`config.mk`:
```
export PLATFORM = sky130hd
export DESIGN_NAME = general_purpose_update_timer_core_flat
export DESIGN_NICKNAME = d
export VERILOG_FILES = /design/src/design/gput_pkg.sv /design/src/design/gput_in_if.sv /design/src/design/gput_out_if.sv /design/src/design/general_purpose_update_timer_core.sv /design/src/design/gput_regfile.sv /design/src/flat_wrapper.sv
export SDC_FILE = /design/constraint.sdc
export NUM_CORES = 1
export LEC_CHECK = 0
export BUFFER_PORTS_ARGS = -buffer_cell sky130_fd_sc_hd__buf_2
export CAP_MARGIN = 10
export CORE_ASPECT_RATIO = 0.5
export CORE_MARGIN = 10
export CORE_UTILIZATION = 35
export CTS_BUF_LIST = sky130_fd_sc_hd__clkbuf_8
export DETAILED_ROUTE_END_ITERATION = 8
export PLACE_DENSITY_LB_ADDON = 0.05
export SLEW_MARGIN = 0
export SYNTH_ARGS = -nofsm -noshare
export SYNTH_HDL_FRONTEND = slang
export SYNTH_HIERARCHICAL = 1
export SYNTH_SLANG_ARGS = --single-unit
export TNS_END_PERCENT = 50
```
`constraint.sdc`:
```
create_clock -name clk -period 2.7 [get_ports clk]
set_clock_uncertainty 0.2 [all_clocks]
set_input_delay 0.27 -clock clk [delete_from_list [all_inputs] [get_ports clk]]
set_output_delay 0.27 -clock clk [all_outputs]
set_load 0.05 [all_outputs]
```
`src/design/gput_pkg.sv`:
```
package gput_pkg;

  // Item kinds
  typedef enum logic [1:0] {
    OP_TICK  = 2'd0,
    OP_WRITE = 2'd1,
    OP_READ  = 2'd2
  } op_t;

  // Register map
  typedef enum logic [2:0] {
    REG_CONTROL   = 3'd0,
    REG_IRQ_EN    = 3'd1,
    REG_STATUS    = 3'd2,
    REG_PRESCALER = 3'd3,
    REG_RELOAD    = 3'd4,
    REG_COUNTER   = 3'd5
  } reg_index_t;

  localparam int DATA_WIDTH = 16;
  localparam int CTL_WIDTH  = 4;

  // Control register bit positions
  localparam int CTL_EN   = 0;
  localparam int CTL_OPM  = 1;
  localparam int CTL_DIR  = 2;
  localparam int CTL_ARPE = 3;

  typedef struct packed {
    logic                  valid;
    logic [1:0]            op;
    logic [2:0]            reg_index;
    logic [DATA_WIDTH-1:0] write_data;
  } step_t;

  typedef struct packed {
    logic [DATA_WIDTH-1:0] read_data;
    logic                  irq_line;
    logic                  update_event;
  } result_t;

endpackage

```
`src/design/gput_in_if.sv`:
```
interface gput_in_if;
  logic        valid;
  logic        ready;
  logic [1:0]  op;
  logic [2:0]  reg_index;
  logic [15:0] write_data;

  modport source (output valid, output op, output reg_index, output write_data, input ready);
  modport sink   (input valid, input op, input reg_index, input write_data, output ready);
endinterface

```
`src/design/gput_out_if.sv`:
```
interface gput_out_if;
  logic        valid;
  logic        ready;
  logic [15:0] read_data;
  logic        irq_line;
  logic        update_event;

  modport source (output valid, output read_data, output irq_line, output update_event,
                  input ready);
  modport sink   (input valid, input read_data, input irq_line, input update_event,
                  output ready);
endinterface

```
`src/design/general_purpose_update_timer_core.sv`:
```
// Channel      Role    Payload                               Handshake
// item_in      sink    op, reg_index, write_data             valid/ready
// result_out   source  read_data, irq_line, update_event     valid/ready
//
// Each item is captured in the input register, executed against the timer
// registers when it advances out of that register, and its result lands in the
// output register. One item enters per cycle while result_out keeps up.
// Reset (rst, synchronous) stops the timer, clears flag, counts, prescaler
// and enables, and sets both reload copies to all ones.
// A stall on result_out holds the input register; item_in.ready drops only
// when both the input and output registers are full.
module general_purpose_update_timer_core
  import gput_pkg::*;
#(
  parameter int COUNT_WIDTH = 16
) (
  input  logic          clk,
  input  logic          rst,
  gput_in_if.sink       item_in,
  gput_out_if.source    result_out
);

  // Input register
  logic                  in_valid;
  logic [1:0]            in_op;
  logic [2:0]            in_reg_index;
  logic [DATA_WIDTH-1:0] in_write_data;

  // Output register
  logic                  out_valid;
  logic [DATA_WIDTH-1:0] out_read_data;
  logic                  out_irq_line;
  logic                  out_update_event;

  logic    accept;
  logic    advance;
  step_t   step;
  result_t result;

  // Advance the held item when the output register is free or being drained
  assign advance       = in_valid && (!out_valid || result_out.ready);
  assign item_in.ready = !in_valid || advance;
  assign accept        = item_in.valid && item_in.ready;

  always_ff @(posedge clk) begin
    if (rst) begin
      in_valid <= 1'b0;
    end else if (accept) begin
      in_valid <= 1'b1;
    end else if (advance) begin
      in_valid <= 1'b0;
    end
  end

  always_ff @(posedge clk) begin
    if (accept) begin
      in_op         <= item_in.op;
      in_reg_index  <= item_in.reg_index;
      in_write_data <= item_in.write_data;
    end
  end

  // Execute only on the cycle the item moves on, so state changes once per item
  assign step.valid      = advance;
  assign step.op         = in_op;
  assign step.reg_index  = in_reg_index;
  assign step.write_data = in_write_data;

  gput_regfile #(
    .COUNT_WIDTH (COUNT_WIDTH)
  ) u_regfile (
    .clk    (clk),
    .rst    (rst),
    .step   (step),
    .result (result)
  );

  always_ff @(posedge clk) begin
    if (rst) begin
      out_valid <= 1'b0;
    end else if (advance) begin
      out_valid <= 1'b1;
    end else if (result_out.ready) begin
      out_valid <= 1'b0;
    end
  end

  always_ff @(posedge clk) begin
    if (advance) begin
      out_read_data    <= result.read_data;
      out_irq_line     <= result.irq_line;
      out_update_event <= result.update_event;
    end
  end

  assign result_out.valid        = out_valid;
  assign result_out.read_data    = out_read_data;
  assign result_out.irq_line     = out_irq_line;
  assign result_out.update_event = out_update_event;

endmodule

```
`src/design/gput_regfile.sv`:
```
module gput_regfile
  import gput_pkg::*;
#(
  parameter int COUNT_WIDTH = 16
) (
  input  logic    clk,
  input  logic    rst,
  input  step_t   step,
  output result_t result
);

  logic [COUNT_WIDTH-1:0] count_value, count_value_next;
  logic [DATA_WIDTH-1:0]  prescale_count, prescale_count_next;
  logic [DATA_WIDTH-1:0]  prescale_preload, prescale_preload_next;
  logic [DATA_WIDTH-1:0]  prescale_active, prescale_active_next;
  logic [COUNT_WIDTH-1:0] reload_preload, reload_preload_next;
  logic [COUNT_WIDTH-1:0] reload_active, reload_active_next;
  logic [CTL_WIDTH-1:0]   control_bits, control_bits_next;
  logic                   update_irq_enable, update_irq_enable_next;
  logic                   update_flag, update_flag_next;

  logic [COUNT_WIDTH+DATA_WIDTH-1:0] wdata_ext, count_ext, reload_ext;
  logic [COUNT_WIDTH-1:0]            wdata_cnt;
  logic [DATA_WIDTH-1:0]             read_data;
  logic                              update_event;

  // Fit write data and counter-wide values to the bus width
  assign wdata_ext  = {{COUNT_WIDTH{1'b0}}, step.write_data};
  assign wdata_cnt  = wdata_ext[COUNT_WIDTH-1:0];
  assign count_ext  = {{DATA_WIDTH{1'b0}}, count_value};
  assign reload_ext = {{DATA_WIDTH{1'b0}}, reload_preload};

  always_comb begin
    count_value_next       = count_value;
    prescale_count_next    = prescale_count;
    prescale_preload_next  = prescale_preload;
    prescale_active_next   = prescale_active;
    reload_preload_next    = reload_preload;
    reload_active_next     = reload_active;
    control_bits_next      = control_bits;
    update_irq_enable_next = update_irq_enable;
    update_flag_next       = update_flag;
    read_data              = '0;
    update_event           = 1'b0;

    if (step.valid) begin
      case (step.op)
        OP_TICK: begin
          if (control_bits[CTL_EN]) begin
            if (prescale_count < prescale_active) begin
              prescale_count_next = prescale_count + 1'b1;
            end else begin
              prescale_count_next = '0;
              if (!control_bits[CTL_DIR]) begin
                if (count_value < reload_active) begin
                  count_value_next = count_value + 1'b1;
                end else begin
                  count_value_next = '0;
                  update_event     = 1'b1;
                end
              end else begin
                if (count_value != '0) begin
                  count_value_next = count_value - 1'b1;
                end else begin
                  // Down wrap reloads from the value that becomes active now
                  count_value_next = reload_preload;
                  update_event     = 1'b1;
                end
              end
              if (update_event) begin
                update_flag_next     = 1'b1;
                prescale_active_next = prescale_preload;
                reload_active_next   = reload_preload;
                if (control_bits[CTL_OPM]) begin
                  control_bits_next[CTL_EN] = 1'b0;
                end
              end
            end
          end
        end
        OP_WRITE: begin
          case (step.reg_index)
            REG_CONTROL:   control_bits_next      = step.write_data[CTL_WIDTH-1:0];
            REG_IRQ_EN:    update_irq_enable_next = step.write_data[0];
            REG_STATUS: begin
              // Write zero to clear; a one leaves the flag alone
              if (!step.write_data[0]) begin
                update_flag_next = 1'b0;
              end
            end
            REG_PRESCALER: prescale_preload_next  = step.write_data;
            REG_RELOAD: begin
              reload_preload_next = wdata_cnt;
              if (!control_bits[CTL_ARPE]) begin
                reload_active_next = wdata_cnt;
              end
            end
            REG_COUNTER:   count_value_next       = wdata_cnt;
            default: ;
          endcase
        end
        OP_READ: begin
          case (step.reg_index)
            REG_CONTROL:   read_data = {{(DATA_WIDTH-CTL_WIDTH){1'b0}}, control_bits};
            REG_IRQ_EN:    read_data = {{(DATA_WIDTH-1){1'b0}}, update_irq_enable};
            REG_STATUS:    read_data = {{(DATA_WIDTH-1){1'b0}}, update_flag};
            REG_PRESCALER: read_data = prescale_preload;
            REG_RELOAD:    read_data = reload_ext[DATA_WIDTH-1:0];
            REG_COUNTER:   read_data = count_ext[DATA_WIDTH-1:0];
            default:       read_data = '0;
          endcase
        end
        default: ;
      endcase
    end
  end

  assign result.read_data    = read_data;
  assign result.irq_line     = update_flag_next & update_irq_enable_next;
  assign result.update_event = update_event;

  always_ff @(posedge clk) begin
    if (rst) begin
      count_value       <= '0;
      prescale_count    <= '0;
      prescale_preload  <= '0;
      prescale_active   <= '0;
      reload_preload    <= '1;
      reload_active     <= '1;
      control_bits      <= '0;
      update_irq_enable <= 1'b0;
      update_flag       <= 1'b0;
    end else begin
      count_value       <= count_value_next;
      prescale_count    <= prescale_count_next;
      prescale_preload  <= prescale_preload_next;
      prescale_active   <= prescale_active_next;
      reload_preload    <= reload_preload_next;
      reload_active     <= reload_active_next;
      control_bits      <= control_bits_next;
      update_irq_enable <= update_irq_enable_next;
      update_flag       <= update_flag_next;
    end
  end

endmodule
```
`src/flat_wrapper.sv`:
```
// flat-port wrapper written by rule: the top's interface ports become plain ports
module general_purpose_update_timer_core_flat import gput_pkg::*;
#(
  parameter int COUNT_WIDTH = 16
)
  (clk, rst, item_in_valid, item_in_op, item_in_reg_index, item_in_write_data, item_in_ready, result_out_valid, result_out_read_data, result_out_irq_line, result_out_update_event, result_out_ready);
  gput_in_if item_in_i ();
  gput_out_if result_out_i ();
  input  logic clk;
  input  logic rst;
  input wire logic [$bits(item_in_i.valid)-1:0] item_in_valid;
  input wire logic [$bits(item_in_i.op)-1:0] item_in_op;
  input wire logic [$bits(item_in_i.reg_index)-1:0] item_in_reg_index;
  input wire logic [$bits(item_in_i.write_data)-1:0] item_in_write_data;
  output wire logic [$bits(item_in_i.ready)-1:0] item_in_ready;
  output wire logic [$bits(result_out_i.valid)-1:0] result_out_valid;
  output wire logic [$bits(result_out_i.read_data)-1:0] result_out_read_data;
  output wire logic [$bits(result_out_i.irq_line)-1:0] result_out_irq_line;
  output wire logic [$bits(result_out_i.update_event)-1:0] result_out_update_event;
  input wire logic [$bits(result_out_i.ready)-1:0] result_out_ready;
  assign item_in_i.valid = item_in_valid;
  assign item_in_i.op = item_in_op;
  assign item_in_i.reg_index = item_in_reg_index;
  assign item_in_i.write_data = item_in_write_data;
  assign item_in_ready = item_in_i.ready;
  assign result_out_valid = result_out_i.valid;
  assign result_out_read_data = result_out_i.read_data;
  assign result_out_irq_line = result_out_i.irq_line;
  assign result_out_update_event = result_out_i.update_event;
  assign result_out_i.ready = result_out_ready;
  general_purpose_update_timer_core #(.COUNT_WIDTH(COUNT_WIDTH)) u_core (.clk(clk), .rst(rst), .item_in(item_in_i), .result_out(result_out_i));
endmodule
```
==> impl_metrics.env <==
export IMPL_criticalPathCategory="register to register"
export IMPL_syn_inst=857
export IMPL_crit_end="u_core/u_regfile/reload_active[15]"
export IMPL_unrepaired_setup_endpoints_after_global_routing="yes"
export IMPL_dr_first_iter_drc_count=553
export IMPL_crit_path_end_kind="register"
export IMPL_main_area_contributors_after_synthesis="dfxtp_1, edfxtp_1, mux2i_1"
export IMPL_postSynthNetCount=916
export IMPL_aggregate_global_route_resource_usage_pct=16.9
export IMPL_netlist_area_leader_share_pct=26.5
export IMPL_postRouteWirelength_um=24900
export IMPL_ys_warn_count=6
export IMPL_drive_gt1_share_pct=21.5
export IMPL_tritoncts_num_buffers=17
export IMPL_finalNetCount=1012
export IMPL_cts_htree_levels=4
export IMPL_std_cell_rows=38
export IMPL_postSynth_asyncResetShare_pct=0
export IMPL_route_vias_total=6682
export IMPL_period_minus_slack_ps=2760
export IMPL_netlist_cell_type_count=66
export IMPL_critPathSlowestCell="a221o_2"
export IMPL_cp_max_stage_delay_ps=500
export IMPL_hold_viol=0
export IMPL_synth_edff_count=39
export IMPL_die_area_mm2=0.0292
export IMPL_dominant_combinational_cell_family_by_area_after_synthesis="simple AND/OR/NAND/NOR gates"
export IMPL_synth_most_common_cell="dfxtp_1"
export IMPL_synthSimpleGateAreaFrac_pct=20.1
export IMPL_cpLargestDelayFamily="compound AO/OA/AOI/OAI gates"
export IMPL_power_static_leakage_nw=3.98
export IMPL_outcome="finished, violations left"
export IMPL_chipWidth_um=232
export IMPL_ctsRootBufferMaster="clkbuf_8"
export IMPL_postSynthAreaPerCell_um2=9.17
export IMPL_synthToLayoutAreaGrowth_pct=23.6
export IMPL_design_core_area_mm2=0.0219
export IMPL_cp_startpoint="u_core/u_regfile/reload_active[8]"
export IMPL_critical_path_reg2reg_startpoint="u_core/u_regfile/reload_active[8]"
export IMPL_post_synth_fa_ha_maj_area_fraction_pct=5.41
export IMPL_cts_tree="done"
export IMPL_hold_path_class="input pin to register"
export IMPL_numPortBuffers=44
export IMPL_critical_path_reg2reg_endpoint="u_core/u_regfile/reload_active[15]"
export IMPL_report_final_setup_viol=16
export IMPL_post_drt_wl_per_cell_um=19.7
export IMPL_cp_max_fo=8
export IMPL_grt_pass1_vias=6440
export IMPL_cts_max_path_buffers=2
export IMPL_globalplace_congestion=0.838
export IMPL_clkSinkCount=143
export IMPL_synthTopCellsByCount="dfxtp_1, nor2_1, nand2_1, mux2i_1, clkbuf_1"
export IMPL_failed_checks="negative setup slack"
export IMPL_start_kind="register"
export IMPL_parity_gate_share_of_the_synthesized_area_counting_xor_and_xnor_cells_pct=4.68
export IMPL_min_period_over_period_pct=102
export IMPL_clock_latency_ps=480
export IMPL_n_antenna_cell=0
export IMPL_mappedNetlistArea_mm2=0.00786
export IMPL_yosys_register_bits=143
export IMPL_hpwl_um=17200
export IMPL_reg2regPathDepth=9
export IMPL_multiplexer_area_fraction_after_synthesis_pct=7.67
export IMPL_ff2ff_setup_slack_ps=-60
export IMPL_drt_pre_antenna_iters=6
export IMPL_start_util_pct=35.9
export IMPL_power_density_mw_per_mm2=456
export IMPL_number_of_antenna_violations_at_the_first_check_in_global_routing=0
export IMPL_postSynth_topFlopCell="dfxtp_1"
export IMPL_max_clock_freq_ghz=0.362
export IMPL_die_y_um=126
export IMPL_clk_pin_slew_ps=90
export IMPL_timing_final_ws_setup_ps=-62.0
export IMPL_yosysTopAreaCell="dfxtp_1"
export IMPL_timing_final_max_slew_violations=0
export IMPL_cp_num_cells=9
export IMPL_largest_net_degree_at_the_start_of_global_routing=58
export IMPL_pin_count=45
export IMPL_fin_setup_tns_ps=-683
export IMPL_avgViaCountPerCell=5.28
export IMPL_worst_slew_margin_rel_pct=52.5
export IMPL_worst_path_buf_inv=2
export IMPL_max_cap_violations=0
export IMPL_post_route_drc_count=0
export IMPL_compound_gate_portion_of_the_synthesized_area_pct=15.0
export IMPL_crit_chain="inv_2 > ha_4 > nand4_1 > nor4_4 > a2111o_1 > o211ai_1 > a221o_2 > clkbuf_16 > mux2i_1"
export IMPL_gr_total_overflow=0
export IMPL_post_place_ws_ps=-334
export IMPL_grt_pass1_wl_um=38400
export IMPL_synth_seq_area_share_pct=41.4
export IMPL_worst_endpoint_required_ps=2860
export IMPL_worst_margin_slew_ps=712
export IMPL_timing_critical_path_arrival_ps=2920
export IMPL_final_antenna_net_count=0
export IMPL_maximum_vdd_drop_v=0.000235
[cells by family after synthesis]
family	Yosys count
fa+ha+maj	34
flops	143
xor+xnor	42
buf+inv	110
simple gates	304
compound gates	164
mux	60
[worst min path at each step]
stage                                start                               to  cells past startpoint
global route                           rst  u_core/u_regfile/count_value[0]                      4
global placement    item_in_write_data[12]         u_core/in_write_data[12]                      1
detailed placement   item_in_write_data[7]          u_core/in_write_data[7]                      1
CTS                                    rst  u_core/u_regfile/count_value[0]                      4
finish                                 rst  u_core/u_regfile/count_value[0]                      4
floorplan                              rst                  u_core/in_valid                      1
[flip-flops by register name (all words and copies together) (netlist names), 4 cells and up]
name and flops:
u_core/u_regfile/prescale_count 16, u_core/result_out.read_data 16, u_core/u_regfile/prescale_active 16, u_core/u_regfile/control_bits 4
u_core/u_regfile/count_value 16, u_core/in_write_data 16, u_core/u_regfile/prescale_preload 16, u_core/u_regfile/reload_preload 16
u_core/u_regfile/reload_active 16
[through the flow]
step | util [%] | hold WS (ps) | instances | instance area, µm² | power [mW]
after global routing | 44.4 | 223 | 1266 | 9720 | 4.59
after floorplan | - | 132 | 857 | 7860 | 2.53
after global placement | 40.0 | 246 | 1203 | 8740 | 2.67
after detailed placement | 40.0 | 248 | 1203 | 8740 | 2.67
final | 44.4 | 219 | 1266 | 9720 | 4.43
after CTS | 43.1 | 186 | 1262 | 9430 | 4.47
[tightest hold or removal path: cells and delay by family]
| family | cells | cell delay [ps] |
|---|---|---|
| AO/OA/AOI/OAI | 1 | 210 |
| buffers and inverters | 2 | 300 |
| AND/OR/NAND/NOR | 1 | 70 |
[layer usage]
layer	vias to the layer above	part of all wire (%)	wire length, µm	track usage (%)
met3	20	4.3	1070	2.96
li1	3260	-	-	-
met1	3285	52	13000	25.2
met2	117	42	10400	24.1
met4	0	1.3	333	5.04
met5	-	0	0	0
[area by class of cell]
cell class	count	area, µm²
multi-input cells	604	4390
clock buffers	17	234
flip-flops and latches	143	3270
inverters	44	165
well taps	300	375
fillers	2159	12200
repair buffers	143	1120
clock inverters	15	160
[placed cells by master, fill, tap and decap left out, types with 4 or more instances in the layout]
| cell | count |
|---|---|
| a22o_1 | 12 |
| buf_2 | 44 |
| dfxtp_2 | 13 |
| buf_12 | 5 |
| o221ai_1 | 6 |
| ha_1 | 24 |
| nand2_1 | 82 |
| buf_4 | 67 |
| a22oi_1 | 12 |
| dfxtp_1 | 91 |
| xor2_1 | 22 |
| nand4_1 | 13 |
| clkinvlp_4 | 4 |
| o31ai_1 | 16 |
| nor2b_1 | 5 |
| nand2b_1 | 20 |
| mux2i_1 | 58 |
| o21ai_0 | 12 |
| a31oi_1 | 4 |
| ha_4 | 10 |
| a32o_1 | 16 |
| and3_1 | 23 |
| nand3_1 | 15 |
| xnor2_1 | 20 |
| inv_1 | 38 |
| nor2_1 | 89 |
| o211ai_1 | 7 |
| inv_6 | 4 |
| a211o_1 | 8 |
| edfxtp_1 | 39 |
| a21oi_1 | 44 |
| inv_2 | 6 |
| nand4b_1 | 17 |
| clkbuf_8 | 17 |
| dlygate4sd3_1 | 24 |
| nor3_1 | 6 |
[report_power, final]
part / total (mW) / internal [mW] / switching (mW)
registers: 2.29 / 2.24 / 0.0471
clock network: 1.77 / 0.829 / 0.939
logic: 0.373 / 0.139 / 0.234
total: 4.43 / 3.21 / 1.22
[repair_timing]
| item | CTS | global route |
|---|---|---|
| setup endpoints to repair | 43 | 55 |
| hold endpoints to repair | 23 | 0 |
| cloned | 0 | 2 |
| pin swaps | 4 | 14 |
| gates resized for setup | 4 | 44 |
| setup buffers | 3 | 4 |
| hold buffers | 24 | 0 |
Note: power is estimated with default switching activity, not from simulation.
